[config.mk]
export PLATFORM = sky130hd
export DESIGN_NAME = sccb_bus_master_core
export DESIGN_NICKNAME = d
export VERILOG_FILES = /design/src/sccb_pkg.sv /design/src/sccb_bus_master_core.sv /design/src/sccb_in_reg.sv /design/src/sccb_step.sv
export SDC_FILE = /design/constraint.sdc
export NUM_CORES = 1
export LEC_CHECK = 0
export BUFFER_PORTS_ARGS = -buffer_cell sky130_fd_sc_hd__buf_2
export CAP_MARGIN = 20
export CORE_UTILIZATION = 54
export DETAILED_ROUTE_END_ITERATION = 8
export PLACE_DENSITY = 0.76
export SYNTH_ARGS = -nofsm -noshare
export SYNTH_HDL_FRONTEND = slang
export SYNTH_SLANG_ARGS = --single-unit
[constraint.sdc]
create_clock -name clk -period 4.85 [get_ports clk]
set_clock_uncertainty 0.15 [all_clocks]
set_input_delay 0.485 -clock clk [delete_from_list [all_inputs] [get_ports clk]]
set_output_delay 0.485 -clock clk [all_outputs]
set_load 0.01 [all_outputs]
[src/sccb_pkg.sv]
// Shared types, command codes and widths for the SCCB bus master.
package sccb_pkg;

    localparam int DATA_BITS   = 8;
    localparam int CMD_W       = 3;
    localparam int PHASE_W     = 3;
    localparam int BIT_CNT_W   = 4;
    localparam int WAIT_W      = 16;
    localparam int CFG_IDX_W   = 1;

    localparam logic [CMD_W-1:0] CMD_IDLE  = 3'd0;
    localparam logic [CMD_W-1:0] CMD_START = 3'd1;
    localparam logic [CMD_W-1:0] CMD_STOP  = 3'd2;
    localparam logic [CMD_W-1:0] CMD_WRITE = 3'd3;
    localparam logic [CMD_W-1:0] CMD_READ  = 3'd4;
    localparam logic [CMD_W-1:0] CMD_NOACK = 3'd5;

    localparam logic [CFG_IDX_W-1:0] CFG_LONG_WAIT  = 1'b0;
    localparam logic [CFG_IDX_W-1:0] CFG_SHORT_WAIT = 1'b1;

    localparam logic [WAIT_W-1:0] LONG_WAIT_RESET  = 16'd50;
    localparam logic [WAIT_W-1:0] SHORT_WAIT_RESET = 16'd10;

    typedef struct packed {
        logic [CMD_W-1:0]     op;
        logic [DATA_BITS-1:0] wr_data;
        logic                 sda_in;
    } in_item_t;

    typedef struct packed {
        logic [DATA_BITS-1:0] rd_data;
        logic                 ack_ok;
        logic                 done_res;
        logic                 busy_res;
        logic                 sda_drive;
        logic                 sda_out;
        logic                 scl;
    } result_t;

endpackage

[src/sccb_bus_master_core.sv]
// Top level of the SCCB bus master: input register, sequencer step and result register.
// A tick waits in the input register, then steps into the result register on m_tdata.
// Throughput: one tick transaction per cycle while m_tready keeps the result slot free; the
// sequencer step is one pass of logic between the input register and the result register.
// Reset: rst_n clears both stages, loads the wait registers with 50 and 10 ticks and
// parks the bus with clock low, data high and driven, no command in progress.
module sccb_bus_master_core (
    input  logic                           clk,
    input  logic                           rst_n,
    // tick stream in
    input  logic                           s_tvalid,
    output logic                           s_tready,
    input  logic [15:0]                    s_tdata,   // op[2:0], wr_data[10:3], sda_in[11]
    // result stream out
    output logic                           m_tvalid,
    input  logic                           m_tready,
    output logic [15:0]                    m_tdata,   // scl[0], sda_out[1], sda_drive[2],
                                                      // busy_res[3], done_res[4], ack_ok[5],
                                                      // rd_data[13:6]
    // configuration writes: index 0 long wait, index 1 short wait
    input  logic                           cfg_we,
    input  logic [sccb_pkg::CFG_IDX_W-1:0] cfg_index,
    input  logic [sccb_pkg::WAIT_W-1:0]    cfg_data
);
    import sccb_pkg::*;

    logic     item_valid;
    in_item_t item;
    result_t  step_result;
    logic     advance;

    logic     out_valid_reg;
    result_t  out_reg;

    // Step the sequencer whenever a tick is waiting and the result slot is free
    // or being emptied this cycle.
    assign advance = item_valid && (!out_valid_reg || m_tready);

    sccb_in_reg u_in_reg (
        .clk        (clk),
        .rst_n      (rst_n),
        .s_tvalid   (s_tvalid),
        .s_tready   (s_tready),
        .s_tdata    (s_tdata),
        .advance    (advance),
        .item_valid (item_valid),
        .item       (item)
    );

    sccb_step u_step (
        .clk       (clk),
        .rst_n     (rst_n),
        .cfg_we    (cfg_we),
        .cfg_index (cfg_index),
        .cfg_data  (cfg_data),
        .advance   (advance),
        .item      (item),
        .result    (step_result)
    );

    // Result register: hold until the downstream transaction completes.
    always_ff @(posedge clk or negedge rst_n)
    begin
        if (!rst_n)
        begin
            out_valid_reg <= 1'b0;
        end
        else if (advance)
        begin
            out_valid_reg <= 1'b1;
        end
        else if (m_tready)
        begin
            out_valid_reg <= 1'b0;
        end
    end

    always_ff @(posedge clk)
    begin
        if (advance)
        begin
            out_reg <= step_result;
        end
    end

    assign m_tvalid = out_valid_reg;
    assign m_tdata  = {2'b00, out_reg.rd_data, out_reg.ack_ok, out_reg.done_res,
                       out_reg.busy_res, out_reg.sda_drive, out_reg.sda_out, out_reg.scl};

endmodule

[src/sccb_in_reg.sv]
// Input register stage: holds one accepted tick until the step logic consumes it.
module sccb_in_reg (
    input  logic              clk,
    input  logic              rst_n,
    input  logic              s_tvalid,
    output logic              s_tready,
    input  logic [15:0]       s_tdata,
    input  logic              advance,
    output logic              item_valid,
    output sccb_pkg::in_item_t item
);
    import sccb_pkg::*;

    logic     valid_reg;
    logic     valid_next;
    in_item_t item_reg;

    assign s_tready   = !valid_reg || advance;
    assign valid_next = s_tvalid || (valid_reg && !advance);

    always_ff @(posedge clk or negedge rst_n)
    begin
        if (!rst_n)
        begin
            valid_reg <= 1'b0;
        end
        else if (s_tready)
        begin
            valid_reg <= valid_next;
        end
    end

    // payload: op in the low bits, then wr_data, then sda_in
    always_ff @(posedge clk)
    begin
        if (s_tvalid && s_tready)
        begin
            item_reg.op      <= s_tdata[CMD_W-1:0];
            item_reg.wr_data <= s_tdata[CMD_W +: DATA_BITS];
            item_reg.sda_in  <= s_tdata[CMD_W+DATA_BITS];
        end
    end

    assign item_valid = valid_reg;
    assign item       = item_reg;

endmodule

[src/sccb_step.sv]
// Bus sequencer state, wait registers and the per-tick next-state logic.
module sccb_step (
    input  logic                           clk,
    input  logic                           rst_n,
    input  logic                           cfg_we,
    input  logic [sccb_pkg::CFG_IDX_W-1:0] cfg_index,
    input  logic [sccb_pkg::WAIT_W-1:0]    cfg_data,
    input  logic                           advance,
    input  sccb_pkg::in_item_t             item,
    output sccb_pkg::result_t              result
);
    import sccb_pkg::*;

    localparam logic [1:0] WAIT_LONG  = 2'd0;
    localparam logic [1:0] WAIT_SHORT = 2'd1;
    localparam logic [1:0] WAIT_END   = 2'd2;

    logic [WAIT_W-1:0]    long_wait_reg;
    logic [WAIT_W-1:0]    short_wait_reg;
    logic [CMD_W-1:0]     cmd_reg,   cmd_next;
    logic [PHASE_W-1:0]   phase_reg, phase_next;
    logic [BIT_CNT_W-1:0] bit_reg,   bit_next;
    logic [WAIT_W-1:0]    wait_reg,  wait_next;
    logic [DATA_BITS-1:0] shift_reg, shift_next;
    logic [DATA_BITS-1:0] rd_reg,    rd_next;
    logic                 scl_reg,   scl_next;
    logic                 sda_reg,   sda_next;
    logic                 sden_reg,  sden_next;
    logic                 ack_reg,   ack_next;

    logic                 run;
    logic                 done;
    logic [1:0]           kind;
    logic [PHASE_W-1:0]   p;
    logic [BIT_CNT_W-1:0] bit_inc;
    logic [WAIT_W-1:0]    wsel;

    always_ff @(posedge clk or negedge rst_n)
    begin
        if (!rst_n)
        begin
            long_wait_reg  <= LONG_WAIT_RESET;
            short_wait_reg <= SHORT_WAIT_RESET;
        end
        else if (cfg_we)
        begin
            unique case (cfg_index)
                CFG_LONG_WAIT:  long_wait_reg  <= cfg_data;
                CFG_SHORT_WAIT: short_wait_reg <= cfg_data;
                default:        long_wait_reg  <= long_wait_reg;
            endcase
        end
    end

    always_comb
    begin
        cmd_next   = cmd_reg;
        phase_next = phase_reg;
        bit_next   = bit_reg;
        wait_next  = wait_reg;
        shift_next = shift_reg;
        rd_next    = rd_reg;
        scl_next   = scl_reg;
        sda_next   = sda_reg;
        sden_next  = sden_reg;
        ack_next   = ack_reg;
        run        = 1'b0;
        done       = 1'b0;
        kind       = WAIT_END;
        wsel       = long_wait_reg;

        if (cmd_reg == CMD_IDLE)
        begin
            if (item.op >= CMD_START && item.op <= CMD_NOACK)
            begin
                cmd_next   = item.op;
                phase_next = '0;
                bit_next   = '0;
                wait_next  = '0;
                shift_next = (item.op == CMD_WRITE) ? item.wr_data : '0;
                run        = 1'b1;
            end
        end
        else if (wait_reg != '0)
        begin
            wait_next = wait_reg - 1'b1;
        end
        else
        begin
            run = 1'b1;
        end

        p       = phase_next;
        bit_inc = bit_next + 1'b1;

        if (run)
        begin
            phase_next = p + 1'b1;
            unique case (cmd_next)
                CMD_START:
                begin
                    kind = WAIT_LONG;
                    case (p)
                        3'd0:    sda_next = 1'b1;
                        3'd1:    scl_next = 1'b1;
                        3'd2:    sda_next = 1'b0;
                        3'd3:    scl_next = 1'b0;
                        default: kind = WAIT_END;
                    endcase
                end
                CMD_STOP:
                begin
                    kind = WAIT_LONG;
                    case (p)
                        3'd0:    sda_next = 1'b0;
                        3'd1:    scl_next = 1'b1;
                        3'd2:    sda_next = 1'b1;
                        default: kind = WAIT_END;
                    endcase
                end
                CMD_NOACK:
                begin
                    kind = WAIT_LONG;
                    case (p)
                        3'd0:    sda_next = 1'b1;
                        3'd1:    scl_next = 1'b1;
                        3'd2:    scl_next = 1'b0;
                        3'd3:    sda_next = 1'b0;
                        default: kind = WAIT_END;
                    endcase
                end
                CMD_WRITE:
                begin
                    kind = WAIT_LONG;
                    case (p)
                        3'd0: sda_next = shift_next[DATA_BITS-1];
                        3'd1: scl_next = 1'b1;
                        3'd2:
                        begin
                            scl_next   = 1'b0;
                            shift_next = {shift_next[DATA_BITS-2:0], 1'b0};
                            bit_next   = bit_inc;
                            if (bit_inc < BIT_CNT_W'(DATA_BITS))
                            begin
                                phase_next = '0;
                            end
                        end
                        3'd3: kind = WAIT_SHORT;
                        3'd4: sden_next = 1'b0;
                        3'd5:
                        begin
                            scl_next = 1'b1;
                            kind     = WAIT_SHORT;
                        end
                        3'd6:
                        begin
                            // ACK is good when the slave pulls data low
                            ack_next = !item.sda_in;
                            scl_next = 1'b0;
                        end
                        default:
                        begin
                            sden_next = 1'b1;
                            kind      = WAIT_END;
                        end
                    endcase
                end
                CMD_READ:
                begin
                    kind = WAIT_LONG;
                    case (p)
                        3'd0: sden_next = 1'b0;
                        3'd1: kind = WAIT_LONG;
                        3'd2: scl_next = 1'b1;
                        3'd3:
                        begin
                            shift_next = {shift_next[DATA_BITS-2:0], item.sda_in};
                            scl_next   = 1'b0;
                            bit_next   = bit_inc;
                            if (bit_inc < BIT_CNT_W'(DATA_BITS))
                            begin
                                phase_next = 3'd1;
                            end
                        end
                        default:
                        begin
                            sden_next = 1'b1;
                            rd_next   = shift_next;
                            kind      = WAIT_END;
                        end
                    endcase
                end
                default: kind = WAIT_END;
            endcase

            if (kind == WAIT_END)
            begin
                cmd_next   = CMD_IDLE;
                phase_next = '0;
                done       = 1'b1;
            end
            else
            begin
                wsel      = (kind == WAIT_SHORT) ? short_wait_reg : long_wait_reg;
                // a zero wait counts as one tick
                wait_next = (wsel == '0) ? '0 : wsel - 1'b1;
            end
        end
    end

    always_ff @(posedge clk or negedge rst_n)
    begin
        if (!rst_n)
        begin
            cmd_reg   <= CMD_IDLE;
            phase_reg <= '0;
            bit_reg   <= '0;
            wait_reg  <= '0;
            shift_reg <= '0;
            rd_reg    <= '0;
            scl_reg   <= 1'b0;
            sda_reg   <= 1'b1;
            sden_reg  <= 1'b1;
            ack_reg   <= 1'b0;
        end
        else if (advance)
        begin
            cmd_reg   <= cmd_next;
            phase_reg <= phase_next;
            bit_reg   <= bit_next;
            wait_reg  <= wait_next;
            shift_reg <= shift_next;
            rd_reg    <= rd_next;
            scl_reg   <= scl_next;
            sda_reg   <= sda_next;
            sden_reg  <= sden_next;
            ack_reg   <= ack_next;
        end
    end

    always_comb
    begin
        result.scl       = scl_next;
        result.sda_out   = sda_next;
        result.sda_drive = sden_next;
        result.busy_res  = (cmd_next != CMD_IDLE);
        result.done_res  = done;
        result.ack_ok    = ack_next;
        result.rd_data   = rd_next;
    end

endmodule

* Yosys cells after proc, flatten, opt, wreduce, memory -nomap -nowiden *
Index checks and enable logic that the tools add are counted.

word-level totals
  output and inout bits = 18
  input port bits = 38
  register bits after elaboration = 106
  logic and storage cells = 141

cells by class
  magnitude comparators = 3
  reductions and logical operators = 28
  bitwise operators = 1
  add/sub/neg operators = 4
  muxes and demuxes = 67
  eq/ne operators = 14

operator list
  kind                   count
  $mux 16                7
  $mux 8                 9
  $mux 3                 12
  $sub 16x1->16 const B  2
  $mux 4                 5
  $pmux 1 s2             10
  $logic_not 16->1       1
  $pmux 8 s2             1
  $reduce_bool 16->1     1
  $eq 3x2->1 const B     5
  $eq 3x3->1 const B     5
  $mux 1                 14
  $reduce_or 3->1        3
  $pmux 4 s2             1
  $eq 3x1->1 const B     2
  $logic_not 3->1        2
  $mux 2                 3
  $pmux 2 s3             1
  $pmux 3 s2             1
  $reduce_or 2->1        3
  $reduce_or 6->1        1
  $pmux 1 s5             1
  $reduce_or 5->1        1
  $add 4x1->4 const B    1
  16 further kinds       25

* Depth between registers and ports, before layout *
  depth after elaboration = 15
  gate-level depth with buffers = 21

* Modules after synthesis *
From an unflattened synthesis, not the netlist that was laid out.

unflattened totals
  cell total of the unflattened synthesis = 595
  area total of the unflattened synthesis = 6089.6 µm²

modules (own cells, without submodules)
  module                area each (µm²)  times used  cells each
  sccb_step             5192.5           1           558
  sccb_bus_master_core  483.0            1           21
  sccb_in_reg           414.1            1           16

* Worst setup path after synthesis *
No wires, ideal clock.

  path kind = register -> register
  start = register u_step.cmd_reg[1]
  end = register u_step.wait_reg[8]
  arrival = 4685 ps
  stages on the path, launching flop included = 20
  setup slack = -111 ps
  path buffers = 5
  path through = dfrtp_1 clkbuf_1 nor3_1 nand3_1 clkbuf_1 clkbuf_1 nand2_1 inv_1 ha_1 ha_1 o211ai_2 clkbuf_1 mux2i_1 ha_1 or3b_2 clkbuf_1 nor3_1 xnor2_1 mux2i_1 a221o_1

between the ends
  word-level cells in the longest chain between the ends = 13

ends and longest elaborated chain
  item                                                            line              text
  from (decl)                                                     sccb_step.sv:20   logic [CMD_W-1:0] cmd_reg, cmd_next;
  from (signal assigned)                                          sccb_step.sv:228  cmd_reg <= cmd_next;
  $logic_not 3->1                                                 sccb_step.sv:72   if (cmd_reg == CMD_IDLE)
  $mux 3                                                          sccb_step.sv:72
  $eq 3x3->1, or another cell as far along                        sccb_step.sv:135  case (p)
  $reduce_or 5->1 (no source line), or another cell as far along  -
  $pmux 2 s2, or another cell as far along                        sccb_step.sv:135
  $pmux 2 s3                                                      sccb_step.sv:99   unique case (cmd_next)
  $mux 2                                                          sccb_step.sv:96   if (run)
  $eq 2x1->1                                                      sccb_step.sv:204  wsel = (kind == WAIT_SHORT) ? short_wait_reg : long_wait_reg;
  $mux 16                                                         sccb_step.sv:204
  $sub 16x1->16 or $logic_not 16->1 (tied branches)               sccb_step.sv:206  wait_next = (wsel == '0) ? '0 : wsel - 1'b1;
  $mux 16                                                         sccb_step.sv:206
  $mux 16                                                         sccb_step.sv:196  if (kind == WAIT_END)
  $mux 16 *                                                       sccb_step.sv:96
  to (signal assigned)                                            sccb_step.sv:231  wait_reg <= wait_next;
  to (decl)                                                       sccb_step.sv:23   logic [WAIT_W-1:0] wait_reg, wait_next;

Mark *: on every way between the ends. The rest lies on a longest branch, timed or not. The select of a mux whose other input is x is not followed.
A chain may end at the register's enable or synchronous reset.

* Final worst setup path *
  start = register u_in_reg.item_reg, in the netlist u_in_reg.item[10]
  end = register u_step.wait_reg[8]

between the ends
  word-level cells in the longest chain between the ends = 15

ends and longest elaborated chain
  item                                                            line               text
  from (decl)                                                     sccb_in_reg.sv:16  in_item_t item_reg;
  $ge 3x1->1 or $le 3x3->1 (tied branches)                        sccb_step.sv:74    if (item.op >= CMD_START && item.op <= CMD_NOACK)
  $logic_and 1x1->1                                               sccb_step.sv:74
  $mux 3                                                          sccb_step.sv:74
  $mux 3                                                          sccb_step.sv:72
  $eq 3x3->1, or another cell as far along                        sccb_step.sv:135
  $reduce_or 5->1 (no source line), or another cell as far along  -
  $pmux 2 s2, or another cell as far along                        sccb_step.sv:135
  $pmux 2 s3                                                      sccb_step.sv:99
  $mux 2                                                          sccb_step.sv:96
  $eq 2x1->1                                                      sccb_step.sv:204
  $mux 16                                                         sccb_step.sv:204
  $sub 16x1->16 or $logic_not 16->1 (tied branches)               sccb_step.sv:206
  $mux 16                                                         sccb_step.sv:206
  $mux 16                                                         sccb_step.sv:196
  $mux 16 *                                                       sccb_step.sv:96

Marks and branches as above.

==> out/results.env <==
BOUNDARYPINS=56
FINAL-HOLD-VIOLATION-COUNT=0
INITIAL_ANTENNA_VIOLATION_COUNT=0
NETLIST_INSTANCES=600
IR_DROP_V=0.000262
ASYNC_RESET_FF_FRAC=0.755
WORST-PATH-STAGES=16
TOTAL_LEAKAGE_POWER_nW=2.73
CLKLATENCYLATEPIN_NS=0.39
CTS.CLK_SLEW.WORST_PATHS_NS=0.10
GRT_START_MAX_NET_PINS=81
WORST_PATH_DOMINANT_CELL_FAMILY='simple AND/OR/NAND/NOR gates'
GRT_MOST_USED_LAYER='met2'
CRITPATHCAPTURE='u_step.wait_reg[8]'
FINAL_GLOBAL_ROUTE_OVERFLOW_TOTAL=0
GRT.MET3_USAGE=0.0488
INITIALDRTVIOLATIONCOUNT=260
FILLERS=899
NUM-NETS-FINAL=684
OUTCOME='complete, no violations'
CRIT_ARRIVAL_NS=4.67
YOSYS.AREA.TOP_TYPE='sky130_fd_sc_hd__dfrtp_1'
CTS_INSERTED_BUFFERS=9
FF2FF_PATH_DEPTH=16
ROWS=38
MIN_PERIOD_NS=4.54
TOTALWIRELENGTH_MM=13.0
AREA_GROWTH_SYN_TO_LAYOUT_PCT=10.4
PORT_BUFFERS=49
DETAILED_ROUTER_ITERATION_COUNT_BEFORE_ANTENNA_REPAIR=4
DETAILEDPLACEMENTHPWL_MM=9.17
DRT.ANTENNA.VIOLATING_NETS=0
CPPEAKSTAGEDELAY_NS=0.56
POWER_W=0.00313
SYNTH_ENABLE_FLOP_CELLS=26
FINAL_MAX_SLEW_VIOL_COUNT=0
WORST-PATH-MAX-FANOUT=24
POST-CTS-SETUP-BUFFER-COUNT=0
TIMING.MAX_SLEW.REL_SLACK=0.329
DIE_H_UM=108
FMAXACHIEVABLE_MHz=220
SYNTH_TOP_CELLS_BY_AREA='sky130_fd_sc_hd__dfrtp_1, sky130_fd_sc_hd__edfxtp_1, sky130_fd_sc_hd__mux2_2'
WORST_HOLD_SLACK_NS=0.116
SYNTH_TOP_FLOP_CELL='sky130_fd_sc_hd__dfrtp_1'
YOSYSWARNINGCOUNT=0
DIE-AREA_UM2=11700
GLOBALPLACE.CONGESTION=0.913
TIMING.CRITICAL_PATH.FROM_TYPE='flip-flop'
CRIT_PATH_START='u_in_reg.item[10]'
TIMING.CRITICAL_PATH.MODE_CELL='sky130_fd_sc_hd__ha_1'
PATH_CLASS='reg2reg'
HTREE_LEVELS=3
CTS_NUM_SINKS=106
CRITICAL_PATH.N_BUFFERS_INVERTERS=2
CP_CELL_SEQUENCE='or3_1, and3_1, nor2_1, inv_1, ha_1, nand2_1, a31oi_1, o211ai_2, buf_6, mux2i_1, ha_1, or3b_2, nor4_1, mux2_2, nor3_1, a221o_1'
POWER_DENSITY_nW_PER_UM2=467
RSZ0062_AT_GRT='no'
CORE_AREA_UM2=10900
DIEWIDTH_UM=108
SYNTH_TOP_AREA_FRAC=0.301
ANTENNA_CELLS_INSERTED=0
CRIT_PATH_TOP_DELAY_CELL='sky130_fd_sc_hd__or3b_2'
REG2REG_TO='u_step.wait_reg[8]'
WORSTREG2REGSTART='u_in_reg.item[10]'
GR-USAGE-ALL-LAYERS=0.242
CTS-ROOT-TO-SINK-BUFFERS=2
DRIVE_GT1_FRAC=0.236
CRITPATHCAPTURETYPE='flip-flop'
GRT_PASS1_WL_MM=21.9
WORSTMARGINPINSLEW_NS=0.992
GLOBAL_ROUTING_USAGE_ON_MET2=0.423
UTILIZATION=0.616
ROUTE.VIAS.TOTAL=4757
SYNTH_SEQ_CELLS=106
MAX-CAP-VIOLATIONS=0
CTSROOTBUFFERMASTER='sky130_fd_sc_hd__clkbuf_8'
FINAL-SETUP-VIOL-COUNT=0
CRIT_REQUIRED_NS=4.97
R2R_SLACK_NS=0.31
TOTALNEGATIVESETUPSLACK_NS=0
FINAL_MIN_PERIOD_OVER_CLOCK_PERIOD=0.937
CLOCK_TREE_FROM_TRITONCTS='built'
FIRST_GLOBAL_VIAS=4611
HP-START='s_tdata[8]'
WORSTHOLDPATHTYPE='in2reg'
SYNTHESIS.AREA_UM2=6070
YOSYSUNIQUECELLTYPES=70
DETAIL_ROUTE.DRC_VIOLATIONS=0
WL_PER_CELL_UM=16.6
AVGSYNTHCELLAREA_UM2=10.1
POST_DRT_VIA_CELL_RATIO=6.08
SYNTH-SEQ-AREA-SHARE=0.460
EFFECTIVE_UTILIZATION_AT_FLOORPLAN=0.558
GR-USAGE-MET1=0.290
-- per-stage QoR --
stage / cells / worst slack, ns / area (um^2)
4_1_cts: 781 / 0.0611 / 6650
3_5_place_dp: 765 / 0.0732 / 6440
3_3_place_gp: 765 / 0.281 / 6440
6_report: 783 / 0.306 / 6710
2_1_floorplan: 601 / 0.0468 / 6080
5_1_grt: 783 / 0.0430 / 6710
-- worst min-delay path by stage --
stage	endpoint	slack, ns	cells past startpoint
floorplan	m_tvalid	0.04	0
detailed placement	u_step.shift_reg[6]	0.32	2
finish	u_in_reg.item[6]	0.12	1
global route	u_in_reg.item[4]	0.09	1
CTS	u_in_reg.item[6]	0.09	1
global placement	u_step.rd_reg[1]	0.31	2
-- cells in the mapped netlist (3+ instances only) --
| library cell | instances |
|---|---|
| sky130_fd_sc_hd__or3_1 | 13 |
| sky130_fd_sc_hd__nor2_1 | 38 |
| sky130_fd_sc_hd__ha_1 | 8 |
| sky130_fd_sc_hd__buf_2 | 3 |
| sky130_fd_sc_hd__and3_1 | 3 |
| sky130_fd_sc_hd__nor3_1 | 24 |
| sky130_fd_sc_hd__a21oi_1 | 34 |
| sky130_fd_sc_hd__nor2b_1 | 4 |
| sky130_fd_sc_hd__a211oi_1 | 7 |
| sky130_fd_sc_hd__a21boi_0 | 3 |
| sky130_fd_sc_hd__edfxtp_1 | 26 |
| sky130_fd_sc_hd__inv_1 | 16 |
| sky130_fd_sc_hd__mux2i_1 | 10 |
| sky130_fd_sc_hd__clkbuf_1 | 29 |
| sky130_fd_sc_hd__a21o_1 | 6 |
| sky130_fd_sc_hd__o221ai_2 | 4 |
| sky130_fd_sc_hd__and2_1 | 10 |
| sky130_fd_sc_hd__o21ai_0 | 36 |
| sky130_fd_sc_hd__xnor2_1 | 14 |
| sky130_fd_sc_hd__nor4b_1 | 3 |
| sky130_fd_sc_hd__mux2_2 | 47 |
| sky130_fd_sc_hd__a22oi_1 | 6 |
| sky130_fd_sc_hd__nand2b_1 | 7 |
| sky130_fd_sc_hd__nor4_1 | 7 |
| sky130_fd_sc_hd__nand3_1 | 12 |
| sky130_fd_sc_hd__dfrtp_1 | 73 |
| sky130_fd_sc_hd__or2_2 | 3 |
| sky130_fd_sc_hd__nor3b_1 | 6 |
| sky130_fd_sc_hd__a31oi_1 | 12 |
| sky130_fd_sc_hd__nand2_1 | 42 |
| sky130_fd_sc_hd__nand3b_1 | 5 |
| sky130_fd_sc_hd__o2bb2ai_1 | 5 |
| sky130_fd_sc_hd__o31ai_1 | 8 |
| sky130_fd_sc_hd__xor2_1 | 9 |
| sky130_fd_sc_hd__or4_1 | 5 |
| sky130_fd_sc_hd__o22ai_1 | 3 |
| sky130_fd_sc_hd__dfstp_2 | 7 |
| sky130_fd_sc_hd__a221o_1 | 3 |
| sky130_fd_sc_hd__a22o_1 | 5 |
| sky130_fd_sc_hd__o21ai_1 | 4 |
-- layer usage --
layer / routed length, um / share of wire
met5: 0 / 0
met2: 6630 / 0.51
met3: 432 / 0.033
met1: 5620 / 0.43
met4: 286 / 0.022
-- kinds of logic after synthesis --
kind of cell / Yosys count / share of synthesized area
simple gates: 191 / 0.168
compound gates: 161 / 0.183
flops: 106 / 0.460
mux: 57 / 0.104
buf+inv: 53 / 0.0360
xor+xnor: 23 / 0.0332
fa+ha+maj: 8 / 0.0165
other cells: 1 / 0.000617
-- timing repair --
item                                    4_1_cts  5_1_grt
gates resized for setup                       0        3
hold endpoints to repair                      0       14
endpoints found under the setup margin        0       11
hold buffers                                  0        1
-- placed cells by master, fill, tap and decap left out, types with 8 or more instances in the layout --
| cell | netlist | layout |
|---|---|---|
| sky130_fd_sc_hd__a21oi_1 | 34 | 34 |
| sky130_fd_sc_hd__a31oi_1 | 12 | 12 |
| sky130_fd_sc_hd__and2_1 | 10 | 10 |
| sky130_fd_sc_hd__buf_2 | 3 | 48 |
| sky130_fd_sc_hd__buf_4 | 2 | 12 |
| sky130_fd_sc_hd__clkbuf_8 | 0 | 9 |
| sky130_fd_sc_hd__dfrtp_1 | 73 | 73 |
| sky130_fd_sc_hd__edfxtp_1 | 26 | 26 |
| sky130_fd_sc_hd__ha_1 | 8 | 8 |
| sky130_fd_sc_hd__inv_1 | 16 | 16 |
| sky130_fd_sc_hd__mux2_2 | 47 | 47 |
| sky130_fd_sc_hd__mux2i_1 | 10 | 10 |
| sky130_fd_sc_hd__nand2_1 | 42 | 42 |
| sky130_fd_sc_hd__nand3_1 | 12 | 12 |
| sky130_fd_sc_hd__nor2_1 | 38 | 38 |
| sky130_fd_sc_hd__nor3_1 | 24 | 23 |
| sky130_fd_sc_hd__o21ai_0 | 36 | 36 |
| sky130_fd_sc_hd__o31ai_1 | 8 | 8 |
| sky130_fd_sc_hd__or3_1 | 13 | 12 |
| sky130_fd_sc_hd__xnor2_1 | 14 | 14 |
| sky130_fd_sc_hd__xor2_1 | 9 | 9 |
-- final cells by class --
class	count	area (um^2)	area share
clock buffers	10	128	0.0190
clock inverters	6	88.8	0.0132
inverters	16	60.1	0.00896
multi-input cells	442	3080	0.460
flip-flops and latches	106	2790	0.416
well taps	140	175	0.0261
repair buffers	63	379	0.0565
-- report_power, final --
group	leakage [nW]	switching (W)	internal (W)
Sequential	1.24	0.000192	0.00113
Clock	0.103	0.000308	0.000292
Combinational	1.39	0.000702	0.000512
No activity file was read; power rests on OpenSTA's default activity.
